**config.mk**
```make
export PLATFORM = sky130hd
export DESIGN_NAME = fta_front
export DESIGN_NICKNAME = d
export VERILOG_FILES = /design/src/rtl/fta_pkg.sv /design/src/rtl/fta_front.sv
export SDC_FILE = /design/constraint.sdc
export NUM_CORES = 1
export LEC_CHECK = 0
export BUFFER_PORTS_ARGS = -buffer_cell sky130_fd_sc_hd__buf_2
export CAP_MARGIN = 20
export CORE_MARGIN = 2
export CORE_UTILIZATION = 56
export DETAILED_ROUTE_END_ITERATION = 6
export PLACE_DENSITY = 0.95
export SLEW_MARGIN = 15
export SYNTH_ARGS = -nofsm -noshare
export SYNTH_HDL_FRONTEND = slang
export SYNTH_SLANG_ARGS = --single-unit
```
**constraint.sdc**
```tcl
create_clock -name clk -period 12.35 [get_ports clk]
set_input_delay 3.705 -clock clk [delete_from_list [all_inputs] [get_ports clk]]
set_output_delay 3.705 -clock clk [all_outputs]
set_load 0.005 [all_outputs]
```
**src/rtl/fta_pkg.sv**
```systemverilog
// shared types and constants for the flow traffic aggregator
package fta_pkg;

  localparam int TABLE_DEPTH = 64;
  localparam int IDX_W       = $clog2(TABLE_DEPTH);
  localparam int CNT_W       = $clog2(TABLE_DEPTH + 1);

  localparam int QUEUE_DEPTH = 2;
  localparam int QPTR_W      = (QUEUE_DEPTH > 1) ? $clog2(QUEUE_DEPTH) : 1;
  localparam int QCNT_W      = $clog2(QUEUE_DEPTH + 1);

  localparam int ADDR_W    = 64;
  localparam int KIND_W    = 8;
  localparam int PROTO_W   = 16;
  localparam int AMOUNT_W  = 32;
  localparam int TOTAL_W   = 40;
  localparam int REPORTS_W = 8;
  localparam int IVL_W     = 8;

  localparam logic [IVL_W-1:0] INTERVAL_RESET = 8'd100;

  typedef struct packed {
    logic [ADDR_W-1:0]   source_address;
    logic [ADDR_W-1:0]   dest_address;
    logic [KIND_W-1:0]   source_kind;
    logic [KIND_W-1:0]   dest_kind;
    logic [PROTO_W-1:0]  protocol_code;
    logic [AMOUNT_W-1:0] payload_bytes;
    logic [AMOUNT_W-1:0] encap_bytes;
  } report_t;

  typedef struct packed {
    logic [ADDR_W-1:0]    source_address;
    logic [ADDR_W-1:0]    dest_address;
    logic [KIND_W-1:0]    source_kind;
    logic [KIND_W-1:0]    dest_kind;
    logic [PROTO_W-1:0]   protocol;
    logic [REPORTS_W-1:0] reports;
    logic [TOTAL_W-1:0]   bytes;
    logic [TOTAL_W-1:0]   encap;
  } entry_t;

endpackage

```
**src/rtl/fta_front.sv**
```systemverilog
// front end: accepts reports and holds them in a short queue for the engine
module fta_front import fta_pkg::*; (
  input  logic    clk,
  input  logic    rst,
  input  logic    in_valid,
  output logic    in_stall,
  input  report_t in_item,
  output logic    q_valid,
  output report_t q_item,
  input  logic    q_pop
);

  report_t             slots [QUEUE_DEPTH];
  logic [QPTR_W-1:0]   wr_ptr;
  logic [QPTR_W-1:0]   rd_ptr;
  logic [QCNT_W-1:0]   count;
  logic                push;
  logic                pop;

  assign in_stall = (count == QCNT_W'(QUEUE_DEPTH));
  assign push     = in_valid && !in_stall;
  assign q_valid  = (count != '0);
  assign pop      = q_pop && q_valid;
  assign q_item   = slots[rd_ptr];

  function automatic logic [QPTR_W-1:0] ptr_inc(input logic [QPTR_W-1:0] p);
    return (p == QPTR_W'(QUEUE_DEPTH - 1)) ? '0 : QPTR_W'(p + 1'b1);
  endfunction

  always_ff @(posedge clk) begin
    if (push) begin
      slots[wr_ptr] <= in_item;
    end
  end

  always_ff @(posedge clk) begin
    if (rst) begin
      wr_ptr <= '0;
      rd_ptr <= '0;
      count  <= '0;
    end else begin
      if (push) begin
        wr_ptr <= ptr_inc(wr_ptr);
      end
      if (pop) begin
        rd_ptr <= ptr_inc(rd_ptr);
      end
      case ({push, pop})
        2'b10:   count <= QCNT_W'(count + 1'b1);
        2'b01:   count <= QCNT_W'(count - 1'b1);
        default: count <= count;
      endcase
    end
  end

endmodule

```
# == Word-level counts from Yosys, hierarchy flattened ==
# Memories as Yosys holds them, arrays and structs flattened. A register that Yosys moved wholly into a read port is not among the register bits.
# Index checks and enable logic that the tools add are counted.
# totals
wordCells,23
ff_bits,4
out_inout_bits,226
input_bits,228
ramBits,448
n_memories,1
# op_classes
reduce_logical,5
eq_ne,3
muxes,7
add_sub_neg,4
# mem_list
name,depth,width,rd,rd_ports_with_merged_regs,write_ports,line_no,rtl
slots,2,224,1,1,1,fta_front.sv:13,report_t slots [QUEUE_DEPTH];
# ops
op,n
2-to-1 mux 1 bit,6
"== test 2 bit, second input constant",2
one-hot mux 2 bit (2 select lines),1
nonzero test 2 bit,2
"adder 1 bit, second input constant",2
"adder 2 x 1 -> 2 bit, second input constant",1
"== test 2 x 1 -> 1 bit, second input constant",1
logical AND 1 bit,2
"subtractor 2 x 1 -> 2 bit, second input constant",1
logical NOT 1 bit,1

# == Longest topological paths before layout ==
# Gate-level depths: netlist (run 1).
# logic_depth
depth_word,5
mapped_depth,6
ltp_nobuf,6

# == Least setup slack after synthesis (run 1) ==
# No wires, ideal clock.
# synth_path
path_type,input to register
startpoint,in in_valid
endpoint,mem slots[1][0] in the netlist's numbering (enable)
cell_stages,1
path_buffers,0
setup_slack_ns,2.871
setup_time_ns,0.614
t_required_ns,11.736
t_arrival_ns,8.865
path_cell_list,and3_1
# synth_via
elab_chain_len,3
# synth_lines
element,line_no,rtl
start: declaration,fta_front.sv:5,"input logic in_valid,"
logical AND 1 bit,fta_front.sv:21,assign push = in_valid && !in_stall;
2-to-1 mux 1 bit,fta_front.sv:31,if (push) begin
2-to-1 mux 1 bit (not written as such),fta_front.sv:32,slots[wr_ptr] <= in_item;
end: declaration,fta_front.sv:13,
# No other way between the ends.

==> out/results.ini, run 1 <==
[outcome]
outcome = complete, no violations

[yosys]
syn_area_um2 = 16400
synth.distinct_cells = 19
synth_nets = 952
ys_ff_latch = 453
yosys_warnings = 0
ys_seq_area_share_pct = 82.4
syn_area_per_cell_um2 = 22.7
postSynthCellCount = 723

[timing]
maxClockFrequency_mhz = 147
slew_viol_final = 0
setup_tns_ns = 0
hold_violations = 0
rsz0062_at_grt = false
post-route-period-util_pct = 55.1
skew_ns = 0.0187
max_slew_margin_pct = 26.2
setup_viol = 0
tightest_slew_ns = 1.11
timing.final.crit_period_ns = 6.81

[clock_network]
clk_path_buf_depth = 3
htreeDepth = 2
post_cts_buffers = 0
root_buffer = clkbuf_16
insertion_delay_ns = 0.54
postCtsHoldBufs = 0
numCtsBuffers = 44
cts_tree = done
clock_sinks = 453
path_clk_slew_ns = 0.06
cts_resized = 0

[critical_path]
startpoint_type = flop
crit_required_ns = 8.64
critPathCaptureType = primary output
worst_ep_arrival_time_ns = 3.10
cp_max_fo = 77
critical_path_class = flop to primary output

[grt]
grt_pass1_wl_um = 51600
overflow = 0
grt_max_degree = 147
grt_pass1_vias = 9212
grt_usage_pct = 22.2
antenna_found_initial = 7

[placement]
port_buffers = 453
place.gp.congestion = 0.780
place_hpwl_um = 23200

[pwr]
p_total_uw = 4190
p_leak_uw = 0.00756
p_per_area_nw_per_um2 = 206
vdd_drop_max_mv = 0.250

[cells_and_area]
n_fill_cell = 1716
mostFrequentLayoutCells = buf_2 (453), edfxtp_1 (448), mux2_2 (224)
layout_commonest_cell = buf_2
final_nets = 1431
drive_gt1_share_pct = 60.3
area_growth_pct = 23.5

[die]
io_pins = 454
die_height_um = 175
core-area_um2 = 28800
start_util_pct = 57.1
die_w_um = 175
die_area_um2 = 30700
std_cell_rows = 62

[drt]
postRouteAntennaNets = 0
vias_per_cell = 5.36
met2WireLength_um = 18600
dr.pass1.iters = 5
remaining_drc_errors = 0
highest-signal-layer = met5
drt-wirelength-per-cell_um = 22.0
wl_met1_um = 12500
wl_um = 35500
route.met3.wl_um = 3280
vias = 8672
drt_iter0_drc = 603

[flow_run]
maxCapViolCount = 0

[hold_path]
hold_class = flop to flop

[cell families after synthesis]
kind of cell / count (synthesis) / synth area share [%]
DFF: 453 / 82.4
muxes: 224 / 15.3
buffers and inverters: 28 / 1.51
and+or+nand+nor: 9 / 0.297
AOI/OAI and AO/OA: 5 / 0.167
xor gates and xnor gates: 3 / 0.160
adders and majority gates: 1 / 0.0761
[flip-flops by register name, indices dropped and copies added (netlist names), named ones only]
| register | cells |
|---|---|
| slots | 448 |
| count | 2 |
| rd_ptr | 1 |
| wr_ptr | 1 |
[report_power, final]
| part | internal (uW) | switching, uW | total (uW) |
|---|---|---|---|
| clock | 686 | 527 | 1210 |
| sequential | 1940 | 89.8 | 2030 |
| combinational | 475 | 465 | 939 |
[cell usage after synthesis (all sizes together)]
| master | n | area [um2] |
|---|---|---|
| mux2 | 224 | 2520 |
| ha | 1 | 12.5 |
| nand2b | 1 | 8.76 |
| a21oi | 2 | 10.0 |
| dfxtp | 5 | 100 |
| nor2 | 3 | 11.3 |
| inv | 3 | 11.3 |
| or2 | 1 | 6.26 |
| xnor2 | 2 | 17.5 |
| nand2 | 1 | 3.75 |
| or3 | 2 | 12.5 |
| o21ai | 2 | 10.0 |
| o21a | 1 | 7.51 |
| edfxtp | 448 | 13500 |
| xor2 | 1 | 8.76 |
| buf | 25 | 238 |
| and3 | 1 | 6.26 |
[metal layers]
| metal | up-vias | GRT usage (%) |
|---|---|---|
| met2 | 439 | 39.9 |
| met5 | - | 0 |
| li1 | 3846 | - |
| met4 | 8 | 7.99 |
| met1 | 4294 | 24.8 |
| met3 | 85 | 7.01 |
[critical path, cell delays in order, from the launching register on]
cell	delay [ns]
dfxtp_4	1.02
buf_4	0.86
mux2_2	0.45
buf_2	0.13
[final timing paths]
path,to,cells after the start,slack [ns],start
max,q_item[194],3,5.54,flop
min,flop,2,0.52,rd_ptr
max reg2reg,slots[0][79],5,8.95,count[0]
min reg2reg,flop,2,0.52,rd_ptr
[metrics by stage]
stage	worst slack [ns]	cell area, um2	instances	util, %	hold WS, ns
after floorplan	2.87	16400	723	-	0.452
after global placement	5.86	19000	1540	66.0	0.483
after detailed placement	5.78	19000	1540	66.0	0.501
after CTS	5.51	20300	1615	70.5	0.527
after global routing	5.37	20300	1617	70.5	0.564
final	5.54	20300	1618	70.6	0.523
[area by class of cell]
cell class | count | area, um2 | area share, %
antenna | 3 | 7.51 | 0.0370
clock buffer | 54 | 1160 | 5.71
clock inverter | 21 | 134 | 0.659
inverter | 3 | 18.8 | 0.0924
multi-input combinational | 242 | 2640 | 13.0
sequential | 453 | 13600 | 66.8
tap | 384 | 480 | 2.37
timing repair buffer | 458 | 2300 | 11.4
No activity file was read; power rests on OpenSTA's default activity.
==> inputs of run 2 (changes only) <==
CORE_UTILIZATION = 47   (was 56)
PLACE_DENSITY = 0.87   (was 0.95)
clock period = 5.6 ns   (was 12.35 ns; I/O delays follow)
==> run 2 against run 1 <==
Net effect:
- clock skew grew 0.0015 ns
- wire length down 4.4%
- register-to-register slack lost 5.4 ns
- total power is 120% higher
- clock power increased by 110%
- critical endpoint is now q_item[87]
- largest cell class unchanged
- highest routed layer unchanged
==> out/results.ini, run 2 (synthesized netlist as in run 1, its figures left out) <==
[hold_path]
hold_class = flop to flop
hold_path_depth = 2  ; unchanged
min_from = wr_ptr
min_to = wr_ptr

[cells_and_area]
largest_registers = slots (448), count (2)
final_nets = 1436  ; +0.35%
regArea_um2 = 13600  ; unchanged
n_fill_cell = 2485  ; +45%
largest-register = slots
layout_commonest_cell = buf_2
mostFrequentLayoutCells = buf_2 (453), edfxtp_1 (448), mux2_2 (224)
area_growth_pct = 24.5
multiInputGateArea_um2 = 2640  ; unchanged
largest_reg_flops = 448  ; unchanged
postLayoutCoreUtil_pct = 59.4  ; -11 points
drive_gt1_share_pct = 60.6  ; +0.29 points

[critical_path]
crit_required_ns = 3.92  ; -4.72 ns
reg2reg_from = count[0]
cpMaxStageDelayCell = dfxtp_4
cp_slowest_stage_delay_ns = 0.82  ; -0.20 ns
startpoint_type = flop
critPathCaptureType = primary output
cp_num_buf_inv = 2  ; unchanged
cp_max_fo = 50  ; -35%
critical_path_class = flop to primary output
worst_ep_arrival_time_ns = 2.41  ; -0.69 ns
reg2reg_setup_slack_ns = 3.51  ; -5.44 ns
worst-r2r-cell-count = 3  ; -2
critPathTopFamily = flip-flops
r2r-end = slots[1][177]
path_cells = buf_4 -> mux2_2 -> buf_2

[outcome]
outcome = complete, no violations

[timing]
setup_tns_ns = 0  ; unchanged
hold_violations = 0  ; unchanged
timing.final.crit_period_ns = 4.09
skew_ns = 0.0201  ; +0.00147 ns
max_slew_margin_pct = 51.3  ; +25 points
post-route-period-util_pct = 73.0
rsz0062_at_grt = false
tightest_slew_ns = 0.731  ; -0.376 ns
slew_viol_final = 0  ; unchanged
maxClockFrequency_mhz = 245
hold_ws_ns = 0.502  ; -0.0211 ns
setup_viol = 0  ; unchanged

[clock_network]
path_clk_slew_ns = 0.06  ; about the same
cts_resized = 0  ; unchanged
numCtsBuffers = 43  ; -2.3%
root_buffer = clkbuf_16
post_cts_buffers = 0  ; unchanged
postCtsHoldBufs = 0  ; unchanged
clock_sinks = 453  ; unchanged
insertion_delay_ns = 0.54  ; about the same
cts_tree = done
htreeDepth = 2  ; unchanged
clk_path_buf_depth = 3  ; unchanged

[drt]
dr.pass1.iters = 4  ; -1
postRouteAntennaNets = 0  ; unchanged
wl_um = 34000  ; -4.4%
remaining_drc_errors = 0  ; unchanged
vias = 8593  ; -0.91%
drt-wirelength-per-cell_um = 20.1  ; -8.7%
drt_iter0_drc = 459  ; -24%
vias_per_cell = 5.07  ; -5.4%

[pwr]
p_leak_uw = 0.00758  ; +0.32%
p_per_area_nw_per_um2 = 448  ; +120%
internal_power_uw = 6810  ; +120%
power_frac_comb_pct = 23.2  ; +0.8 points
swShare_pct = 25.8  ; -0.081 points
switchingPower_uw = 2360  ; +120%
power_frac_seq_pct = 48.5  ; about the same
clockPowerShare_pct = 28.3  ; -0.7 points
vdd_drop_max_mv = 0.332  ; +33%

[placement]
place.gp.congestion = 0.820  ; +5.0%
port_buffers = 453  ; unchanged
place_hpwl_um = 23100  ; -0.75%

[flow_run]
maxCapViolCount = 0  ; unchanged

[die]
core-area_um2 = 34500  ; +20%
die_area_um2 = 36500  ; +19%
die_height_um = 191  ; +8.9%
die_w_um = 191  ; +8.9%
io_pins = 454  ; unchanged
start_util_pct = 47.7  ; -9.4 points
std_cell_rows = 68  ; +9.7%

[grt]
antenna_found_initial = 4  ; -3
grt_pass1_vias = 9008  ; -2.2%
grt_pass1_wl_um = 49500  ; -3.9%
overflow = 0  ; unchanged
grt_max_degree = 104  ; -29%
grt_usage_pct = 17.9  ; -4.3 points

[run 2: worst max-delay path by stage]
stage,start,end,slack (ns),cells past startpoint
floorplan,in_valid,slots[0][0],0.001,3
global placement,flop,q_item[222],2.11,3
detailed placement,flop,q_item[18],2.05,3
CTS,flop,q_item[87],1.44,3
global route,flop,q_item[18],1.38,3
finish,flop,q_item[87],1.51,3
[run 2: power groups by stage]
stage	clock [uW]	combinational (uW)	sequential [uW]
2_1_floorplan	0	1310	4470
6_report	2600	2130	4450
3_5_place_dp	0	2140	4520
4_1_cts	2660	2160	4450
5_1_grt	2780	2290	4490
3_3_place_gp	0	2090	4490
[run 2: per-stage QoR]
stage               worst slack [ns]  std cells  total power [uW]  area [um2]
floorplan                    0.00125        723              5790       16400
detailed placement              2.05       1617              6660       19200
global placement                2.11       1617              6580       19200
global route                    1.38       1692              9560       20500
finish                          1.51       1695              9170       20500
CTS                             1.44       1690              9270       20500
[run 2: routing by layer]
metal | GRT usage [%] | part of all wire (%) | up-vias
met3 | 5.73 | 9.4 | 66
li1 | - | - | 3854
met5 | 0 | 0.032 | -
met2 | 32.0 | 52 | 404
met1 | 20.1 | 36 | 4267
met4 | 6.35 | 2.5 | 2
[run 2: cell type report]
| type | instances | area share, % |
|---|---|---|
| antenna | 5 | 0.0611 |
| clock buffer | 50 | 5.39 |
| clock inverter | 23 | 0.685 |
| inverter | 3 | 0.0734 |
| multi-input combinational | 242 | 12.9 |
| sequential | 453 | 66.2 |
| tap | 455 | 2.78 |
| timing repair buffer | 464 | 11.8 |
[run 2: tightest hold or removal path, stage by stage (launching register included)]
cell	delay (ns)
dfxtp_1	0.32
o21ai_0	0.08
a21oi_1	0.06
==> inputs of run 3 (changes only) <==
clock period = 3.4 ns   (was 5.6 ns; I/O delays follow)
==> run 3 against run 2 <==
Net effect:
- wire length is 2.4% higher
- register-to-register slack worse by 2.3 ns
- first-iteration DRC count is 17% lower
- largest cell class unchanged
- highest routed layer unchanged
==> out/results.ini, run 3 (synthesized netlist as in run 1, its figures left out) <==
[outcome]
outcome = complete, no violations

[drt]
wl_um = 34800  ; +2.4%
remaining_drc_errors = 0  ; unchanged
postRouteAntennaNets = 0  ; unchanged
drt-wirelength-per-cell_um = 20.6  ; +2.5%
dr.pass1.iters = 4  ; unchanged
vias = 8448  ; -1.7%
vias_per_cell = 4.99  ; -1.6%
drt_iter0_drc = 380  ; -17%

[grt]
grt_usage_pct = 18.3  ; +0.40 points
use_met1_pct = 19.2  ; -0.92 points
grt_util_met3_pct = 7.62  ; +1.9 points
grt.busiest_layer = met2
grtUsageMet2_pct = 33.2  ; +1.2 points
grt_max_degree = 89  ; -14%
overflow = 0  ; unchanged
antenna_found_initial = 4  ; unchanged
grt_pass1_wl_um = 49700  ; +0.28%
grt_pass1_vias = 8899  ; -1.2%

[clock_network]
post_cts_buffers = 0  ; unchanged
cts_tree = done
clk_path_buf_depth = 3  ; unchanged
numCtsBuffers = 44  ; +2.3%
clock_sinks = 453  ; unchanged
path_clk_slew_ns = 0.06  ; about the same
postCtsHoldBufs = 0  ; unchanged
cts_resized = 0  ; unchanged
root_buffer = clkbuf_16
insertion_delay_ns = 0.55  ; about the same
htreeDepth = 2  ; unchanged

[critical_path]
cp_max_fo = 88  ; +76%
cp_slowest_stage_delay_ns = 0.52  ; -0.30 ns
r2r-end = slots[0][215]
crit_path_end = q_item[151]
critPathCaptureType = primary output
path_cells = buf_12 -> mux2_2 -> buf_2
reg2reg_from = count[0]
crit_required_ns = 2.38  ; -1.54 ns
cp_num_buf_inv = 2  ; unchanged
startpoint_type = flop
cpMaxStageDelayCell = dfxtp_4
reg2reg_setup_slack_ns = 1.23  ; -2.28 ns
cp.depth = 3  ; unchanged
worst_ep_arrival_time_ns = 2.12  ; -0.29 ns
worst-r2r-cell-count = 5  ; +2
critical_path_class = flop to primary output
critPathTopFamily = buffers and inverters

[pwr]
internal_power_uw = 11300  ; +66%
p_per_area_nw_per_um2 = 740  ; +65%
vdd_drop_max_mv = 0.580  ; +74%
power_frac_comb_pct = 23.9  ; +0.7 points
power_frac_seq_pct = 47.8  ; -0.7 points
clockPowerShare_pct = 28.4  ; about the same
switchingPower_uw = 3910  ; +66%
swShare_pct = 25.8  ; about the same
p_leak_uw = 0.00760  ; +0.23%

[timing]
hold_violations = 0  ; unchanged
rsz0062_at_grt = false
max_slew_margin_pct = 65.0  ; +14 points
skew_ns = 0.00934  ; -0.0108 ns
setup_viol = 0  ; unchanged
maxClockFrequency_mhz = 319
tightest_slew_ns = 0.525  ; -0.206 ns
post-route-period-util_pct = 92.2
timing.final.crit_period_ns = 3.14
setup_ws_ns = 0.264  ; -1.25 ns
slew_viol_final = 0  ; unchanged

[cells_and_area]
n_fill_cell = 2423  ; -2.5%
largest_reg_flops = 448  ; unchanged
final_nets = 1437  ; +0.070%
largest_registers = slots (448), count (2)
area_growth_pct = 24.9
layout_commonest_cell = buf_2
postLayoutCoreUtil_pct = 59.6  ; +0.22 points
drive_gt1_share_pct = 60.6  ; +0.064 points
mostFrequentLayoutCells = buf_2 (453), edfxtp_1 (448), mux2_2 (224)
largest-register = slots

[flow_run]
maxCapViolCount = 0  ; unchanged

[die]
die_w_um = 191  ; unchanged
die_area_um2 = 36500  ; unchanged
die_height_um = 191  ; unchanged
std_cell_rows = 68  ; unchanged
start_util_pct = 47.7  ; unchanged
io_pins = 454  ; unchanged
core-area_um2 = 34500  ; unchanged

[placement]
place_hpwl_um = 23600  ; +2.5%
dp_slack_ns = 0.667  ; -1.39 ns
port_buffers = 453  ; unchanged
place.gp.congestion = 0.805  ; -1.8%

[hold_path]
hold_class = flop to flop

-- run 3: changes by cell type in the layout (fill, tap and decap cells not counted), sizes merged --
cell	previous run	this run
clkbuf	50	54
diode	5	1
clkinv	19	17
clkinvlp	1	3
bufinv	1	0
inv	5	4
-- run 3: through the flow --
stage,power [uW],instances,area (um2),hold WS [ns],setup TNS [ns]
after floorplan,9520,723,16500,0.462,-332.05
after global placement,10900,1617,19300,0.495,0
after detailed placement,11000,1617,19300,0.490,0
after CTS,15400,1692,20500,0.499,0
after global routing,15800,1692,20500,0.533,0
final,15200,1693,20500,0.500,0
-- run 3: tightest hold or removal path, delay by kind of cell (launching register included) --
family	cells	cell delay, ns
AO/OA/AOI/OAI	2	0.13
flip-flops	1	0.32
-- run 3: routing by layer --
layer | vias up | wire [um]
li1 | 3859 | -
met1 | 4120 | 11900
met2 | 398 | 18200
met3 | 65 | 3870
met4 | 6 | 828
met5 | - | 34
-- run 3: how the worst min path moves through the flow --
stage / start / endpoint / slack [ns] / cells past startpoint
floorplan: wr_ptr / wr_ptr / 0.46 / 2
global placement: rd_ptr / rd_ptr / 0.50 / 2
detailed placement: wr_ptr / wr_ptr / 0.49 / 2
CTS: wr_ptr / wr_ptr / 0.50 / 2
global route: wr_ptr / wr_ptr / 0.53 / 2
finish: wr_ptr / wr_ptr / 0.50 / 2
-- run 3: area by class of cell --
cell class / count / area (um2) / share of cell area [%]
inverter: 3 / 22.5 / 0.110
multi-input combinational: 242 / 2650 / 12.9
tap: 455 / 569 / 2.77
clock buffer: 54 / 1160 / 5.65
clock inverter: 21 / 105 / 0.512
sequential: 453 / 13600 / 66.0
timing repair buffer: 464 / 2470 / 12.0
antenna: 1 / 2.50 / 0.0122
-- run 3: power by group through the flow --
| stage | clock network [uW] | registers (uW) | logic [uW] |
|---|---|---|---|
| 2_1_floorplan | 0 | 7350 | 2170 |
| 3_3_place_gp | 0 | 7310 | 3580 |
| 3_5_place_dp | 0 | 7370 | 3620 |
| 4_1_cts | 4430 | 7260 | 3680 |
| 5_1_grt | 4620 | 7320 | 3900 |
| 6_report | 4310 | 7260 | 3620 |
